### src/rtl/cmlx_pkg.sv
// Shared types, token codes and character-class functions for the C-minus scanner.
package cmlx_pkg;

  // Token length saturates here; the result field is clamped to eight bits.
  localparam int MaxTokenLength = 255;
  localparam int LenW           = $clog2(MaxTokenLength + 1);

  typedef logic [7:0]      char_t;
  typedef logic [4:0]      kind_t;
  typedef logic [1:0]      err_t;
  typedef logic [7:0]      tlen_t;
  typedef logic [LenW-1:0] cnt_t;
  typedef logic [47:0]     kwbuf_t;

  // One result as it sits in the output queue.
  typedef struct packed {
    kind_t kind;
    err_t  err;
    tlen_t len;
    logic  last;
  } result_t;

  // Token kinds.
  localparam kind_t K_ELSE   = 5'd0;
  localparam kind_t K_IF     = 5'd1;
  localparam kind_t K_INT    = 5'd2;
  localparam kind_t K_RETURN = 5'd3;
  localparam kind_t K_VOID   = 5'd4;
  localparam kind_t K_WHILE  = 5'd5;
  localparam kind_t K_ID     = 5'd6;
  localparam kind_t K_NUM    = 5'd7;
  localparam kind_t K_PLUS   = 5'd8;
  localparam kind_t K_MINUS  = 5'd9;
  localparam kind_t K_TIMES  = 5'd10;
  localparam kind_t K_DIV    = 5'd11;
  localparam kind_t K_LT     = 5'd12;
  localparam kind_t K_LTE    = 5'd13;
  localparam kind_t K_GT     = 5'd14;
  localparam kind_t K_GTE    = 5'd15;
  localparam kind_t K_EQ     = 5'd16;
  localparam kind_t K_NEQ    = 5'd17;
  localparam kind_t K_ASSIGN = 5'd18;
  localparam kind_t K_SEMI   = 5'd19;
  localparam kind_t K_COMMA  = 5'd20;
  localparam kind_t K_LPAREN = 5'd21;
  localparam kind_t K_RPAREN = 5'd22;
  localparam kind_t K_LBRACK = 5'd23;
  localparam kind_t K_RBRACK = 5'd24;
  localparam kind_t K_LBRACE = 5'd25;
  localparam kind_t K_RBRACE = 5'd26;
  localparam kind_t K_ERROR  = 5'd27;

  // Error codes.
  localparam err_t ERR_NONE    = 2'd0;
  localparam err_t ERR_INVALID = 2'd1;
  localparam err_t ERR_EOI     = 2'd2;

  // Keyword text, first character in the low byte.
  localparam kwbuf_t KW_ELSE   = 48'h0000_6573_6C65;
  localparam kwbuf_t KW_IF     = 48'h0000_0000_6669;
  localparam kwbuf_t KW_INT    = 48'h0000_0074_6E69;
  localparam kwbuf_t KW_RETURN = 48'h6E72_7574_6572;
  localparam kwbuf_t KW_VOID   = 48'h0000_6469_6F76;
  localparam kwbuf_t KW_WHILE  = 48'h0065_6C69_6877;

  function automatic logic is_letter(char_t c);
    return ((c >= 8'h61) && (c <= 8'h7A)) || ((c >= 8'h41) && (c <= 8'h5A));
  endfunction

  function automatic logic is_digit(char_t c);
    return (c >= 8'h30) && (c <= 8'h39);
  endfunction

  function automatic logic is_space(char_t c);
    return (c == 8'h20) || ((c >= 8'h09) && (c <= 8'h0D));
  endfunction

  function automatic logic is_valid(char_t c);
    return ((c >= 8'h21) && (c <= 8'h7E)) || is_space(c);
  endfunction

  // Kind of a one-character delimiter or operator; K_ELSE means none.
  function automatic kind_t single_kind(char_t c);
    kind_t k;
    case (c)
      8'h2B:   k = K_PLUS;
      8'h2D:   k = K_MINUS;
      8'h2A:   k = K_TIMES;
      8'h3B:   k = K_SEMI;
      8'h2C:   k = K_COMMA;
      8'h28:   k = K_LPAREN;
      8'h29:   k = K_RPAREN;
      8'h5B:   k = K_LBRACK;
      8'h5D:   k = K_RBRACK;
      8'h7B:   k = K_LBRACE;
      8'h7D:   k = K_RBRACE;
      default: k = K_ELSE;
    endcase
    return k;
  endfunction

  // Clamp a token count to the width of the result field.
  function automatic tlen_t clamp_len(cnt_t v);
    return (32'(v) > 255) ? 8'hFF : tlen_t'(v);
  endfunction

endpackage

### src/rtl/cmlx_if.sv
// Channel interfaces for the scanner: character input and token result output.
interface cmlx_in_if;
  import cmlx_pkg::*;

  logic  valid;
  logic  ready;
  char_t character;
  logic  end_of_input;

  modport source (output valid, output character, output end_of_input, input ready);
  modport sink   (input valid, input character, input end_of_input, output ready);
endinterface

interface cmlx_out_if;
  import cmlx_pkg::*;

  logic  valid;
  logic  ready;
  kind_t token_kind;
  err_t  error_code;
  tlen_t token_length;
  logic  last_of_run;

  modport source (output valid, output token_kind, output error_code, output token_length,
                  output last_of_run, input ready);
  modport sink   (input valid, input token_kind, input error_code, input token_length,
                  input last_of_run, output ready);
endinterface

### src/rtl/c_minus_lexer_dfa.sv
// C-minus lexical scanner: token automaton with a four-entry result queue.
//
// The block takes one ASCII character per transaction and can accept a new one in every
// clock cycle whenever at least two of the queue entries are free, which the queue depth
// sets. The automaton step, including the re-scan of a lookahead character from the start
// state, is done in the cycle of acceptance, and its zero, one or two results are written
// straight into a four-entry result queue. Results leave at one per cycle while the output
// is ready, so a character that ends one token and starts a one-character token gives two
// results that leave one after the other. End of input gives an error result with code 2
// and returns the automaton to the start state; a byte outside the character set, a byte
// that cannot start a token, or a '!' not followed by '=' gives an error result with code 1
// and also restarts the automaton. Results are registered in the queue before output.
module c_minus_lexer_dfa (
  input  logic              clk,
  input  logic              rst_n,
  cmlx_in_if.sink           in_ch,
  cmlx_out_if.source        out_ch
);
  import cmlx_pkg::*;

  // Automaton state codes.
  localparam logic [3:0] S_START       = 4'd0;
  localparam logic [3:0] S_ID          = 4'd1;
  localparam logic [3:0] S_NUM         = 4'd2;
  localparam logic [3:0] S_DIV         = 4'd3;
  localparam logic [3:0] S_LT          = 4'd4;
  localparam logic [3:0] S_GT          = 4'd5;
  localparam logic [3:0] S_EQ          = 4'd6;
  localparam logic [3:0] S_NEQ         = 4'd7;
  localparam logic [3:0] S_COMMENT     = 4'd8;
  localparam logic [3:0] S_COMMENT_END = 4'd9;

  localparam int QDepth = 4;
  localparam int QAw    = $clog2(QDepth);
  localparam int QCw    = $clog2(QDepth + 1);

  logic [3:0]   st_r, st_nxt;
  kwbuf_t       kw_r, kw_nxt;
  cnt_t         len_r, len_nxt;

  result_t      q_mem [QDepth];
  logic [QAw-1:0] wr_ptr_r, rd_ptr_r;
  logic [QCw-1:0] cnt_r, cnt_nxt;

  char_t        c;
  logic         in_acc, out_pop;
  logic         r0_vld, r1_vld;
  result_t      r0, r1;

  // Start-state step for the current character, used directly and after lookahead.
  logic         ss_vld, ss_tok;
  kind_t        ss_kind, ss_single;
  err_t         ss_err;
  logic [3:0]   ss_state;

  // Token bookkeeping helpers.
  cnt_t         len_inc;
  tlen_t        len_fail;
  kwbuf_t       kw_add;
  kind_t        id_kind;

  assign c       = in_ch.character;
  assign in_acc  = in_ch.valid && in_ch.ready;
  assign out_pop = out_ch.valid && out_ch.ready;

  // Start-state classification of the character.
  always_comb begin
    ss_single = single_kind(c);
    ss_vld    = 1'b0;
    ss_tok    = 1'b0;
    ss_kind   = K_ERROR;
    ss_err    = ERR_NONE;
    ss_state  = S_START;
    if (is_space(c)) begin
      ss_vld = 1'b0;
    end else if (ss_single != K_ELSE) begin
      ss_vld  = 1'b1;
      ss_kind = ss_single;
    end else if (is_letter(c)) begin
      ss_tok   = 1'b1;
      ss_state = S_ID;
    end else if (is_digit(c)) begin
      ss_tok   = 1'b1;
      ss_state = S_NUM;
    end else if (c == 8'h2F) begin
      ss_tok   = 1'b1;
      ss_state = S_DIV;
    end else if (c == 8'h3C) begin
      ss_tok   = 1'b1;
      ss_state = S_LT;
    end else if (c == 8'h3E) begin
      ss_tok   = 1'b1;
      ss_state = S_GT;
    end else if (c == 8'h3D) begin
      ss_tok   = 1'b1;
      ss_state = S_EQ;
    end else if (c == 8'h21) begin
      ss_tok   = 1'b1;
      ss_state = S_NEQ;
    end else begin
      ss_vld = 1'b1;
      ss_err = ERR_INVALID;
    end
  end

  // Saturating count, error length and keyword buffer with the character appended.
  always_comb begin
    len_inc  = (32'(len_r) >= MaxTokenLength) ? len_r : len_r + cnt_t'(1);
    len_fail = clamp_len(len_inc);
    kw_add   = kw_r;
    for (int i = 0; i < 6; i++) begin
      if (32'(len_r) == i) begin
        kw_add[8*i +: 8] = c;
      end
    end
  end

  // Keyword match on the buffered identifier text.
  always_comb begin
    id_kind = K_ID;
    if      ((32'(len_r) == 4) && (kw_r == KW_ELSE))   id_kind = K_ELSE;
    else if ((32'(len_r) == 2) && (kw_r == KW_IF))     id_kind = K_IF;
    else if ((32'(len_r) == 3) && (kw_r == KW_INT))    id_kind = K_INT;
    else if ((32'(len_r) == 6) && (kw_r == KW_RETURN)) id_kind = K_RETURN;
    else if ((32'(len_r) == 4) && (kw_r == KW_VOID))   id_kind = K_VOID;
    else if ((32'(len_r) == 5) && (kw_r == KW_WHILE))  id_kind = K_WHILE;
  end

  // Automaton step: next state and up to two results for one character.
  always_comb begin
    logic  la;
    kind_t la_kind;
    la      = 1'b0;
    la_kind = K_ID;
    st_nxt  = st_r;
    kw_nxt  = kw_r;
    len_nxt = len_r;
    r0_vld  = 1'b0;
    r1_vld  = 1'b0;
    r0      = '0;
    r1      = '0;

    if (in_ch.end_of_input) begin
      r0_vld  = 1'b1;
      r0.kind = K_ERROR;
      r0.err  = ERR_EOI;
      st_nxt  = S_START;
      kw_nxt  = '0;
      len_nxt = '0;
    end else if (!is_valid(c)) begin
      r0_vld  = 1'b1;
      r0.kind = K_ERROR;
      r0.err  = ERR_INVALID;
      r0.len  = len_fail;
      st_nxt  = S_START;
      kw_nxt  = '0;
      len_nxt = '0;
    end else begin
      unique case (st_r)
        S_ID: begin
          if (is_letter(c)) begin
            kw_nxt  = kw_add;
            len_nxt = len_inc;
          end else begin
            la      = 1'b1;
            la_kind = id_kind;
          end
        end
        S_NUM: begin
          if (is_digit(c)) begin
            kw_nxt  = kw_add;
            len_nxt = len_inc;
          end else begin
            la      = 1'b1;
            la_kind = K_NUM;
          end
        end
        S_DIV: begin
          if (c == 8'h2A) begin
            st_nxt  = S_COMMENT;
            kw_nxt  = '0;
            len_nxt = '0;
          end else begin
            la      = 1'b1;
            la_kind = K_DIV;
          end
        end
        S_LT: begin
          if (c == 8'h3D) begin
            r0_vld  = 1'b1;
            r0.kind = K_LTE;
            r0.len  = clamp_len(len_inc);
            st_nxt  = S_START;
            kw_nxt  = '0;
            len_nxt = '0;
          end else begin
            la      = 1'b1;
            la_kind = K_LT;
          end
        end
        S_GT: begin
          if (c == 8'h3D) begin
            r0_vld  = 1'b1;
            r0.kind = K_GTE;
            r0.len  = clamp_len(len_inc);
            st_nxt  = S_START;
            kw_nxt  = '0;
            len_nxt = '0;
          end else begin
            la      = 1'b1;
            la_kind = K_GT;
          end
        end
        S_EQ: begin
          if (c == 8'h3D) begin
            r0_vld  = 1'b1;
            r0.kind = K_EQ;
            r0.len  = clamp_len(len_inc);
            st_nxt  = S_START;
            kw_nxt  = '0;
            len_nxt = '0;
          end else begin
            la      = 1'b1;
            la_kind = K_ASSIGN;
          end
        end
        S_NEQ: begin
          r0_vld  = 1'b1;
          st_nxt  = S_START;
          kw_nxt  = '0;
          len_nxt = '0;
          if (c == 8'h3D) begin
            r0.kind = K_NEQ;
            r0.len  = clamp_len(len_inc);
          end else begin
            r0.kind = K_ERROR;
            r0.err  = ERR_INVALID;
            r0.len  = len_fail;
          end
        end
        S_COMMENT: begin
          if (c == 8'h2A) begin
            st_nxt = S_COMMENT_END;
          end
        end
        S_COMMENT_END: begin
          if (c == 8'h2F) begin
            st_nxt  = S_START;
            kw_nxt  = '0;
            len_nxt = '0;
          end else if (c != 8'h2A) begin
            st_nxt = S_COMMENT;
          end
        end
        default: begin
          // Start state: the character is scanned from scratch.
          r0_vld  = ss_vld;
          r0.kind = ss_kind;
          r0.err  = ss_err;
          r0.len  = 8'd1;
          st_nxt  = ss_state;
          kw_nxt  = ss_tok ? {40'b0, c} : '0;
          len_nxt = ss_tok ? cnt_t'(1) : '0;
        end
      endcase

      // Lookahead: emit the finished token, then rescan the character from start.
      if (la) begin
        r0_vld  = 1'b1;
        r0.kind = la_kind;
        r0.err  = ERR_NONE;
        r0.len  = clamp_len(len_r);
        r1_vld  = ss_vld;
        r1.kind = ss_kind;
        r1.err  = ss_err;
        r1.len  = 8'd1;
        st_nxt  = ss_state;
        kw_nxt  = ss_tok ? {40'b0, c} : '0;
        len_nxt = ss_tok ? cnt_t'(1) : '0;
      end
    end

    r0.last = !r1_vld;
    r1.last = 1'b1;
  end

  // Automaton registers, updated once per accepted transaction.
  always_ff @(posedge clk) begin
    if (!rst_n) begin
      st_r  <= S_START;
      kw_r  <= '0;
      len_r <= '0;
    end else if (in_acc) begin
      st_r  <= st_nxt;
      kw_r  <= kw_nxt;
      len_r <= len_nxt;
    end
  end

  // Result queue occupancy.
  always_comb begin
    cnt_nxt = cnt_r;
    if (in_acc) begin
      cnt_nxt = cnt_nxt + QCw'(r0_vld) + QCw'(r1_vld);
    end
    if (out_pop) begin
      cnt_nxt = cnt_nxt - QCw'(1);
    end
  end

  always_ff @(posedge clk) begin
    if (!rst_n) begin
      wr_ptr_r <= '0;
      rd_ptr_r <= '0;
      cnt_r    <= '0;
    end else begin
      cnt_r <= cnt_nxt;
      if (in_acc) begin
        wr_ptr_r <= wr_ptr_r + QAw'(r0_vld) + QAw'(r1_vld);
      end
      if (out_pop) begin
        rd_ptr_r <= rd_ptr_r + QAw'(1);
      end
    end
  end

  // Result queue storage; the second result goes one slot after the first.
  always_ff @(posedge clk) begin
    if (in_acc && r0_vld) begin
      q_mem[wr_ptr_r] <= r0;
    end
    if (in_acc && r1_vld) begin
      q_mem[wr_ptr_r + QAw'(1)] <= r1;
    end
  end

  // Handshake and output payload.
  assign in_ch.ready         = (32'(cnt_r) <= QDepth - 2);
  assign out_ch.valid        = (cnt_r != '0);
  assign out_ch.token_kind   = q_mem[rd_ptr_r].kind;
  assign out_ch.error_code   = q_mem[rd_ptr_r].err;
  assign out_ch.token_length = q_mem[rd_ptr_r].len;
  assign out_ch.last_of_run  = q_mem[rd_ptr_r].last;

  // The queue never holds more results than it has entries.
  a_q_bound: assert property (@(posedge clk) disable iff (!rst_n)
    32'(cnt_r) <= QDepth)
    else $error("result queue overfilled");

  // End of input always leaves the automaton in the start state with no token.
  a_eoi_reset: assert property (@(posedge clk) disable iff (!rst_n)
    (in_acc && in_ch.end_of_input) |=> (st_r == S_START) && (len_r == '0))
    else $error("automaton not restarted after end of input");

  // A transaction with two results raises the occupancy by two, less any departure.
  a_two_results: assert property (@(posedge clk) disable iff (!rst_n)
    (in_acc && r1_vld) |=> cnt_r == $past(cnt_r) + QCw'(2) - QCw'($past(out_pop)))
    else $error("second result not queued");

  // A second result is only ever produced alongside a first one.
  a_r1_pair: assert property (@(posedge clk) disable iff (!rst_n)
    (in_acc && r1_vld) |-> (r0_vld && !r0.last))
    else $error("second result without a first");

endmodule

### src/flat_wrapper.sv
// flat-port wrapper written by rule: the top's interface ports become plain ports
module c_minus_lexer_dfa_flat import cmlx_pkg::*;
  (clk, rst_n, in_ch_valid, in_ch_character, in_ch_end_of_input, in_ch_ready, out_ch_valid, out_ch_token_kind, out_ch_error_code, out_ch_token_length, out_ch_last_of_run, out_ch_ready);
  cmlx_in_if in_ch_i ();
  cmlx_out_if out_ch_i ();
  input  logic clk;
  input  logic rst_n;
  input wire logic [$bits(in_ch_i.valid)-1:0] in_ch_valid;
  input wire logic [$bits(in_ch_i.character)-1:0] in_ch_character;
  input wire logic [$bits(in_ch_i.end_of_input)-1:0] in_ch_end_of_input;
  output wire logic [$bits(in_ch_i.ready)-1:0] in_ch_ready;
  output wire logic [$bits(out_ch_i.valid)-1:0] out_ch_valid;
  output wire logic [$bits(out_ch_i.token_kind)-1:0] out_ch_token_kind;
  output wire logic [$bits(out_ch_i.error_code)-1:0] out_ch_error_code;
  output wire logic [$bits(out_ch_i.token_length)-1:0] out_ch_token_length;
  output wire logic [$bits(out_ch_i.last_of_run)-1:0] out_ch_last_of_run;
  input wire logic [$bits(out_ch_i.ready)-1:0] out_ch_ready;
  assign in_ch_i.valid = in_ch_valid;
  assign in_ch_i.character = in_ch_character;
  assign in_ch_i.end_of_input = in_ch_end_of_input;
  assign in_ch_ready = in_ch_i.ready;
  assign out_ch_valid = out_ch_i.valid;
  assign out_ch_token_kind = out_ch_i.token_kind;
  assign out_ch_error_code = out_ch_i.error_code;
  assign out_ch_token_length = out_ch_i.token_length;
  assign out_ch_last_of_run = out_ch_i.last_of_run;
  assign out_ch_i.ready = out_ch_ready;
  c_minus_lexer_dfa u_core (.clk(clk), .rst_n(rst_n), .in_ch(in_ch_i), .out_ch(out_ch_i));
endmodule
### config.mk
export PLATFORM = sky130hd
export DESIGN_NAME = c_minus_lexer_dfa_flat
export DESIGN_NICKNAME = d
export VERILOG_FILES = /design/src/rtl/cmlx_pkg.sv /design/src/rtl/cmlx_if.sv /design/src/rtl/c_minus_lexer_dfa.sv /design/src/flat_wrapper.sv
export SDC_FILE = /design/constraint.sdc
export NUM_CORES = 1
export LEC_CHECK = 0
export ABC_AREA = 1
export BUFFER_PORTS_ARGS = -buffer_cell sky130_fd_sc_hd__buf_2
export CORE_UTILIZATION = 40
export CTS_BUF_LIST = sky130_fd_sc_hd__clkbuf_16
export CTS_CLUSTER_SIZE = 20
export DETAILED_ROUTE_END_ITERATION = 8
export MAX_ROUTING_LAYER = met4
export SLEW_MARGIN = 0
export SYNTH_ARGS = -nofsm -noshare
export SYNTH_HDL_FRONTEND = slang
export SYNTH_SLANG_ARGS = --single-unit
### constraint.sdc
create_clock -name clk -period 3.5 [get_ports clk]
set_input_delay 0 -clock clk [delete_from_list [all_inputs] [get_ports clk]]
set_output_delay 0 -clock clk [all_outputs]
set_load 0.01 [all_outputs]
==> results of run 1 <==
==> cell families after synthesis <==
kind of cell    synth area share
compound gates            0.1285
xor+xnor                0.003315
fa+ha+maj                0.01357
buf+inv                  0.08412
flops                     0.3712
mux                     0.001263
simple gates              0.3980
==> flip-flops by register name, summed over array words and instances (netlist names), named ones only <==
register         count
u_core.rd_ptr_r      2
u_core.cnt_r         3
u_core.kw_r         48
u_core.wr_ptr_r      2
u_core.q_mem        64
u_core.st_r          4
u_core.len_r         8
==> metrics by stage <==
stage               std cells  total power [uW]
floorplan                1229              3753
global placement         1492              4358
detailed placement       1492              4369
CTS                      1534              6378
global route             1534              6790
finish                   1534              6351
==> layer usage <==
metal,global-route usage,vias up,part of all wire
li1,-,4016,-
met1,0.2932,3558,0.44
met2,0.4182,192,0.49
met3,0.03454,47,0.040
met4,0.1070,0,0.031
met5,-,-,0
==> timing repair <==
item                                    CTS  global route
hold buffers                             10             0
endpoints found under the setup margin    0             0
hold endpoints to repair                 16             0
==> synthesized netlist by cell type (2+ instances only) <==
master and instances:
buf_6 2, clkbuf_1 16, nand2_1 339, nor2_1 246, inv_1 95, nand3_1 81, ha_1 7, a31oi_1 3
nor4_1 5, nor2_2 6, nand4_1 10, a21oi_2 2, buf_2 10, o21ai_0 85, buf_4 11, xor2_1 3
inv_2 17, nor3_1 15, o21ai_2 2, a21oi_1 63, dfxtp_1 105, o22ai_1 18, edfxtp_1 28, o21ai_1 14
nand3_4 3, nand2_2 10, nand2_4 5, nor2_4 9, clkinv_1 2, nand3_2 3
==> worst max-delay path by stage <==
stage               slack, ps          startpoint  depth (start not counted)               to
floorplan                 870      u_core.st_r[3]                         18  u_core.cnt_r[1]
global placement          530      u_core.st_r[3]                         18  u_core.cnt_r[1]
detailed placement        480  in_ch_character[6]                         19  u_core.cnt_r[1]
CTS                       370  in_ch_character[6]                         20  u_core.cnt_r[1]
global route               80  in_ch_character[6]                         20  u_core.cnt_r[1]
finish                    360  in_ch_character[6]                         20  u_core.cnt_r[1]
==> worst register-to-register path, stage by stage (launching register included) <==
cell and delay [ps]:
dfxtp_1 470, nand2_1 150, nor2_1 250, nand2_1 90, nand2_1 90, nor2_1 90, nor2_4 180, nand3_4 160
xor2_1 170, inv_1 60, ha_1 170, o21bai_1 150, ha_1 270, mux2i_1 180, ha_1 260, nand2_1 60
nand2_1 40, a21oi_1 130
==> final cells by class <==
type | instances | area (sq um)
sequential | 133 | 2943
clock inverter | 15 | 232.7
tap | 265 | 331.6
multi-input combinational | 940 | 4318
fill | 2078 | 10460
inverter | 115 | 432.9
clock buffer | 17 | 425.4
timing repair buffer | 49 | 317.8
==> power by group <==
part           internal [uW]  switching (uW)
Sequential              1950             231
Combinational            703            1480
Clock                   1170             820
Total                   3820            2530
==> flow_summary.ini, run 1 <==
[cts]
numCtsBuffers = 17
clkSinkCount = 133
worst_skew_pair.late_latency_ps = 430
cts.clk_slew.worst_paths_ps = 70
cts_tree = yes
htreeDepth = 4
cts_setup_buffers = 0
cts_max_path_buffers = 2
clockRootBuffer = clkbuf_16
cts.repair.resized = 0

[routing]
avgRoutedWirePerCell_microns = 15.38
first_pass_iters = 5
ant_nets = 0
num_vias = 7813
routed_wl_microns = 23590
vias_per_cell = 5.093
drt_iter0_markers = 504
route.detailed.drc = 0

[worst_setup_path]
start_kind = input port
critPathKind = input port to flip-flop
rrSetupSlack_ps = 450
worst-path-max-fanout = 6
crit_path_top_delay_cell = dlygate4sd3_1
path_delay_family = simple AND/OR/NAND/NOR gates
cpPeakStageDelay_ps = 540
reg2reg_depth = 17
crit_path_end_kind = flip-flop
crit_top_cell = ha_1
worstPathArrival_ps = 3500
r2r_start = u_core.st_r[1]
timing.rr.end = u_core.cnt_r[1]
critPathBufInv = 4
cp_cell_sequence = dlygate4sd3_1 -> buf_2 -> nor2_1 -> nand3_1 -> o21ai_2 -> inv_2 -> nand2_4 -> nand2_4 -> nor2_4 -> nand3_4 -> xor2_1 -> inv_1 -> ha_1 -> o21bai_1 -> ha_1 -> mux2i_1 -> ha_1 -> nand2_1 -> nand2_1 -> a21oi_1
required_ps = 3860

[layout]
layout_common_cells = nand2_1, nor2_1, dfxtp_1
final_cell_area_sq_um = 9001
postLayoutCoreUtil = 0.4625
layout_commonest_cell = nand2_1
area_growth_pct = 13.54
fin_nets = 1277
layout-drive-gt1-share = 0.1040
antenna_cells = 0

[place]
dpl_cell_area_sq_um = 8243
post-place-ws_ps = 478.9
io_buffer_count = 30
gp_congestion = 1.007
dp_hpwl_microns = 17220

[flow_run]
cap_viol_max_count = 0

[sta]
fin_crit_sh = 0.8979
max_freq_ghz = 0.3182
max_slew.worst_pin.slew_ps = 989.5
period_minus_slack_ps = 3143
fin_ws_ps = 357.2
hold_viol = 0
rsz0062_at_grt = no
slew_violations = 0
max_slew_margin = 0.3396
fin_setup_tns_ps = 0
finalSetupViolCount = 0
clock-skew-final_ps = 15.53
holdWs_ps = 161.5

[grt]
track_usage = 0.2473
antenna_found_initial = 0
grt_pass1_wl_microns = 37350
grt_pass1_vias = 7280
grt_max_degree = 51
grt-ovfl-total = 0

[logic_synthesis]
ys_warn_count = 0
ys.flop_type = dfxtp_1
synth_edf_count = 28
postSynthNetCount = 1250
avgSynthCellArea_sq_um = 6.450
synth.cell_area_sq_um = 7928
yosysSeqAreaShare = 0.3712
ys_async_sr_fraction = 0
postSynthCellCount = 1229
synth.distinct_cells = 44
yosys.area.top_type_share = 0.2652
yosys_register_bits = 133
netlist_top_cells_area = dfxtp_1, nand2_1, nor2_1
yosysTopAreaCell = dfxtp_1

[floorplanning]
die_h_microns = 142.8
die_area_sq_um = 20390
rows = 51
start_util = 0.4073
core_area_sq_um = 19460
die_w_microns = 142.8
io_pins = 31

[power_and_ir_drop]
p_leak_uw = 0.003975
power.density_nw_per_um2 = 705.6
peakVddDrop_mv = 0.3656

[status]
status = finished clean

[worst_hold_path]
worstHoldPathCells = 4
hold_start = rst_n
hold_end = u_core.kw_r[12]
min_path_type = input port to flip-flop
(Power assumes the default switching activity.)
==> inputs of run 2 (changes only) <==
==> constraint.sdc (replaced) <==
create_clock -name clk -period 3.4 [get_ports clk]
set_input_delay 0 -clock clk [delete_from_list [all_inputs] [get_ports clk]]
set_output_delay 0 -clock clk [all_outputs]
set_load 0.01 [all_outputs]
==> run 2 against run 1 <==
Against the previous run: routed wire length is 0.43% higher; first-iteration DRC count is 2.6% lower; via count is 0.44% lower; hold slack better by 4.8 ps; largest cell class unchanged.
==> flow_summary.ini, run 2 (same netlist as run 1, synthesis figures left out) <==
[cts]
cts.clk_slew.worst_paths_ps = 70
clockRootBuffer = clkbuf_16
cts_setup_buffers = 0
cts_max_path_buffers = 2
worst_skew_pair.late_latency_ps = 430
numCtsBuffers = 17
htreeDepth = 4
clkSinkCount = 133
cts_tree = yes

[routing]
num_vias = 7779
avgRoutedWirePerCell_microns = 15.43
first_pass_iters = 5
drt_iter0_markers = 491
routed_wl_microns = 23690
ant_nets = 0
route.detailed.drc = 0
vias_per_cell = 5.064

[status]
status = finished clean

[layout]
n_fill_cell = 2089
largest-register = u_core.q_mem
postLayoutCoreUtil = 0.4623
largest_register_ffs = 64
fin_nets = 1279
layout_common_cells = nand2_1, nor2_1, dfxtp_1
layout-drive-gt1-share = 0.1062
multiInputGateArea_sq_um = 4325
reg.largest.list = u_core.q_mem x64, u_core.kw_r x48, u_core.len_r x8
antenna_cells = 0
layout_commonest_cell = nand2_1
area_growth_pct = 13.49
seq_area_sq_um = 2943

[floorplanning]
io_pins = 31
die_w_microns = 142.8
rows = 51
die_h_microns = 142.8
core_area_sq_um = 19460
die_area_sq_um = 20390
start_util = 0.4073

[power_and_ir_drop]
power_frac_comb = 0.349
power.density_nw_per_um2 = 718.1
intPower_uw = 3863
swShare = 0.4022
p_leak_uw = 0.003972
peakVddDrop_mv = 0.4156
p_clk_frac = 0.305
p_switching_uw = 2598
power_frac_seq = 0.347

[worst_setup_path]
cpPeakStageDelay_ps = 530
crit_path_end_kind = flip-flop
start_kind = input port
path_delay_family = simple AND/OR/NAND/NOR gates
crit_top_cell = ha_1
crit_path_top_delay_cell = dlygate4sd3_1
worstPathArrival_ps = 3490
required_ps = 3760
critPathBufInv = 4
worst-path-max-fanout = 6
critPathKind = input port to flip-flop
cp_cell_sequence = dlygate4sd3_1 -> buf_2 -> nor2_1 -> nand3_1 -> o21ai_2 -> inv_2 -> nand2_4 -> nand2_4 -> nor2_4 -> nand3_4 -> xor2_1 -> inv_1 -> ha_1 -> o21bai_1 -> ha_1 -> mux2i_1 -> ha_1 -> nand2_1 -> nand2_1 -> a21oi_1

[sta]
slew_violations = 0
finalSetupViolCount = 0
hold_viol = 0
max_slew_margin = 0.3360
max_freq_ghz = 0.3192
max_slew.worst_pin.slew_ps = 995.0
clock-skew-final_ps = 16.26
period_minus_slack_ps = 3133
rsz0062_at_grt = no
fin_setup_tns_ps = 0
fin_crit_sh = 0.9215

[grt]
grt_pass1_wl_microns = 38120
grt-ovfl-total = 0
grt_pass1_vias = 7343
track_usage = 0.2507
antenna_found_initial = 0
grt_max_degree = 51

[place]
dp_hpwl_microns = 17300
gp_congestion = 1.019
io_buffer_count = 30

[flow_run]
cap_viol_max_count = 0

[worst_hold_path]
min_path_type = input port to flip-flop
[run 2: cell types whose count changed in the layout (fill, tap and decap cells not counted)]
cell       delta
clkinv_4      +1
nor2_4        +1
inv_6         +2
inv_8         -2
buf_4         +2
nor2_1        -1
bufinv_16     -1
[run 2: final cells by class]
type                       instances  area share
tap                              265     0.03685
timing repair buffer              51     0.03699
clock inverter                    15     0.02295
clock buffer                      17     0.04728
multi-input combinational        940      0.4807
sequential                       133      0.3271
inverter                         115     0.04812
[run 2: metrics by stage]
stage / setup slack (ps) / std cells / cell area [sq um] / power, uW / hold WS [ps]
after floorplan: 766.1 / 1229 / 7928 / 3863 / 140.5
after global placement: 426.4 / 1494 / 8258 / 4497 / 316.9
after detailed placement: 389.6 / 1494 / 8258 / 4512 / 325.1
after CTS: 264.5 / 1536 / 8990 / 6497 / 161.4
after global routing: 9.054 / 1536 / 8997 / 6924 / 183.0
final: 266.9 / 1536 / 8997 / 6461 / 166.4
[run 2: path summary, 6_finish.rpt]
kind	start	endpoint	slack, ps	cells past startpoint
worst max-delay path	in_ch_character[6]	u_core.cnt_r[1]	270	20
worst min-delay path	rst_n	u_core.kw_r[11]	170	4
worst max register to register	u_core.st_r[3]	u_core.cnt_r[1]	390	18
worst min register to register	u_core.kw_r[47]	u_core.kw_r[47]	440	2
[run 2: power groups by stage]
stage | Combinational (uW) | Clock, uW | Sequential (uW)
2_1_floorplan | 1660 | 0 | 2200
3_3_place_gp | 2230 | 0 | 2260
3_5_place_dp | 2240 | 0 | 2270
4_1_cts | 2260 | 2000 | 2240
5_1_grt | 2570 | 2060 | 2290
6_report | 2250 | 1970 | 2240
[run 2: layer usage]
layer | GRT usage | wire length (microns)
met4 | 0.1007 | 677
met3 | 0.03622 | 859
met1 | 0.2978 | 10630
met2 | 0.4254 | 11530
met5 | - | 0
[run 2: repair_timing]
item                                    CTS  global route
hold buffers                             10             0
gates resized for setup                   0             2
hold endpoints to repair                 16             0
endpoints found under the setup margin    0             1
[run 2: worst reg2reg max path, cell delays in order (launching register included)]
cell and delay [ps]:
dfxtp_1 330, nor2_1 190, inv_1 80, nor2_1 230, nand2_2 140, nand2_1 80, nor2_1 70, nor2_4 180
nand3_4 160, xor2_1 160, inv_1 60, ha_1 170, o21bai_1 150, ha_1 270, mux2i_1 190, ha_1 260
nand2_1 60, nand2_1 40, a21oi_1 130
==> inputs of run 3 (changes only) <==
--- a/config.mk
+++ b/config.mk
@@ -7,7 +7,7 @@
 export LEC_CHECK = 0
 export ABC_AREA = 1
 export BUFFER_PORTS_ARGS = -buffer_cell sky130_fd_sc_hd__buf_2
-export CORE_UTILIZATION = 40
+export CORE_UTILIZATION = 30
 export CTS_BUF_LIST = sky130_fd_sc_hd__clkbuf_16
 export CTS_CLUSTER_SIZE = 20
 export DETAILED_ROUTE_END_ITERATION = 8
==> run 3 against run 2 <==
Against the previous run: die area up 33%; largest power group unchanged; hold slack worse by 13 ps; critical path depth unchanged; count of clock-buffer cells in the layout up 1; largest cell class unchanged.
==> flow_summary.ini, run 3 (same netlist as run 1, synthesis figures left out) <==
[worst_setup_path]
required_ps = 3770
cp-startpoint = in_ch_character[6]
cp_cell_sequence = dlygate4sd3_1 -> buf_2 -> nor2_1 -> nand3_1 -> o21ai_2 -> inv_2 -> nand2_4 -> nand2_4 -> nor2_4 -> nand3_4 -> xor2_1 -> inv_1 -> ha_1 -> o21bai_1 -> ha_1 -> mux2i_1 -> ha_1 -> nand2_1 -> nand2_1 -> a21oi_1
crit_top_cell = ha_1
r2r_start = u_core.st_r[3]
critical_path.endpoint = u_core.cnt_r[1]
reg2reg_depth = 18
start_kind = input port
crit_path_end_kind = flip-flop
worst-path-max-fanout = 6
cpPeakStageDelay_ps = 530
rrSetupSlack_ps = 430
crit_path_top_delay_cell = dlygate4sd3_1
worstPathArrival_ps = 3490
timing.rr.end = u_core.cnt_r[1]
critPathKind = input port to flip-flop

[sta]
fin_crit_sh = 0.9173
rsz0062_at_grt = no
finalSetupViolCount = 0
slew_violations = 0
fin_ws_ps = 281.2
max_slew_margin = 0.3661
fin_setup_tns_ps = 0
period_minus_slack_ps = 3119
hold_viol = 0
max_freq_ghz = 0.3206
clock-skew-final_ps = 12.07
holdWs_ps = 153.1
max_slew.worst_pin.slew_ps = 949.8

[layout]
fin_nets = 1283
n_fill_cell = 2858
largest_register_ffs = 64
layout_common_cells = nand2_1, nor2_1, dfxtp_1
layout-drive-gt1-share = 0.1090
reg.largest.list = u_core.q_mem x64, u_core.kw_r x48, u_core.len_r x8
postLayoutCoreUtil = 0.3496
antenna_cells = 0
largest-register = u_core.q_mem
area_growth_pct = 14.60
layout_commonest_cell = nand2_1

[routing]
avgRoutedWirePerCell_microns = 15.06
num_vias = 7905
first_pass_iters = 5
route.detailed.drc = 0
ant_nets = 0
vias_per_cell = 4.910
routed_wl_microns = 24240
drt_iter0_markers = 754

[grt]
grt_pass1_wl_microns = 38800
grt_pass1_vias = 7304
track_usage = 0.1916
grt_max_degree = 52
grt-ovfl-total = 0
antenna_found_initial = 0

[place]
post-place-ws_ps = 385.3
gp_congestion = 0.9001
dp_hpwl_microns = 17570
io_buffer_count = 30

[cts]
htreeDepth = 4
cts_tree = yes
cts_setup_buffers = 0
worst_skew_pair.late_latency_ps = 440
clockRootBuffer = clkbuf_16
cts_max_path_buffers = 2
cts.clk_slew.worst_paths_ps = 70
numCtsBuffers = 17
clkSinkCount = 133

[worst_hold_path]
min_path_type = input port to flip-flop

[power_and_ir_drop]
p_switching_uw = 2627
power_frac_seq = 0.346
intPower_uw = 3826
power.density_nw_per_um2 = 710.3
p_leak_uw = 0.003979
totalPowerFinal_uw = 6453
swShare = 0.4071
p_clk_frac = 0.299
power_frac_comb = 0.355
peakVddDrop_mv = 0.3137

[floorplanning]
core_area_sq_um = 25980
die_h_microns = 164.6
start_util = 0.3051
die_area_sq_um = 27080
io_pins = 31
die_w_microns = 164.6
rows = 59

[status]
status = finished clean

[flow_run]
cap_viol_max_count = 0
run 3: cell types whose count changed in the layout (fill, tap and decap cells not counted), sizes merged:
cell and change:
bufinv -1, buf +4, clkinvlp +1, clkbuf +1, clkinv -1
run 3: how the worst min path moves through the flow:
stage	from	end	slack [ps]	depth (start not counted)
detailed placement	in_ch_character[6]	u_core.kw_r[6]	340	3
floorplan	in_ch_character[2]	u_core.kw_r[18]	140	2
finish	rst_n	u_core.wr_ptr_r[1]	150	4
global placement	in_ch_character[6]	u_core.kw_r[6]	330	3
CTS	rst_n	u_core.wr_ptr_r[1]	150	4
global route	rst_n	u_core.kw_r[35]	190	4
run 3: layout make-up:
cell class / count / area (sq um) / share of cell area
Inverter: 115 / 432.9 / 0.04765
Tap cell: 335 / 419.2 / 0.04614
Sequential cell: 133 / 2943 / 0.3239
Multi-Input combinational cell: 940 / 4320 / 0.4756
Timing Repair Buffer: 55 / 362.8 / 0.03994
Clock inverter: 14 / 156.4 / 0.01722
Clock buffer: 18 / 450.4 / 0.04958
run 3: power groups by stage:
stage	clock [uW]	sequential, uW	combinational [uW]
floorplan	0	2200	1660
global placement	0	2250	2270
detailed placement	0	2260	2280
CTS	1950	2230	2300
global route	2020	2270	2610
finish	1930	2230	2290
run 3: through the flow:
step / cells / area, sq um
6_report: 1610 / 9085
5_1_grt: 1610 / 9085
4_1_cts: 1610 / 9082
3_5_place_dp: 1568 / 8376
3_3_place_gp: 1568 / 8376
2_1_floorplan: 1229 / 7928
run 3: what timing repair did:
item	CTS	global route
endpoints found under the setup margin	0	1
hold endpoints to repair	17	0
hold buffers	10	0
gates resized for setup	0	1
run 3: per-layer routing:
layer / share of wire / vias up / global-route usage
met5: 0 / - / -
met4: 0.017 / 0 / 0.06088
met3: 0.047 / 38 / 0.03189
met2: 0.48 / 202 / 0.3174
met1: 0.46 / 3628 / 0.2367
li1: - / 4037 / -
run 3: worst max-delay path: cells and delay by family:
| family | cells | cell delay (ps) |
|---|---|---|
| compound gates | 3 | 550 |
| mux | 1 | 180 |
| fa+ha+maj | 3 | 690 |
| buf+inv | 4 | 850 |
| simple gates | 8 | 1060 |
| xor+xnor | 1 | 160 |
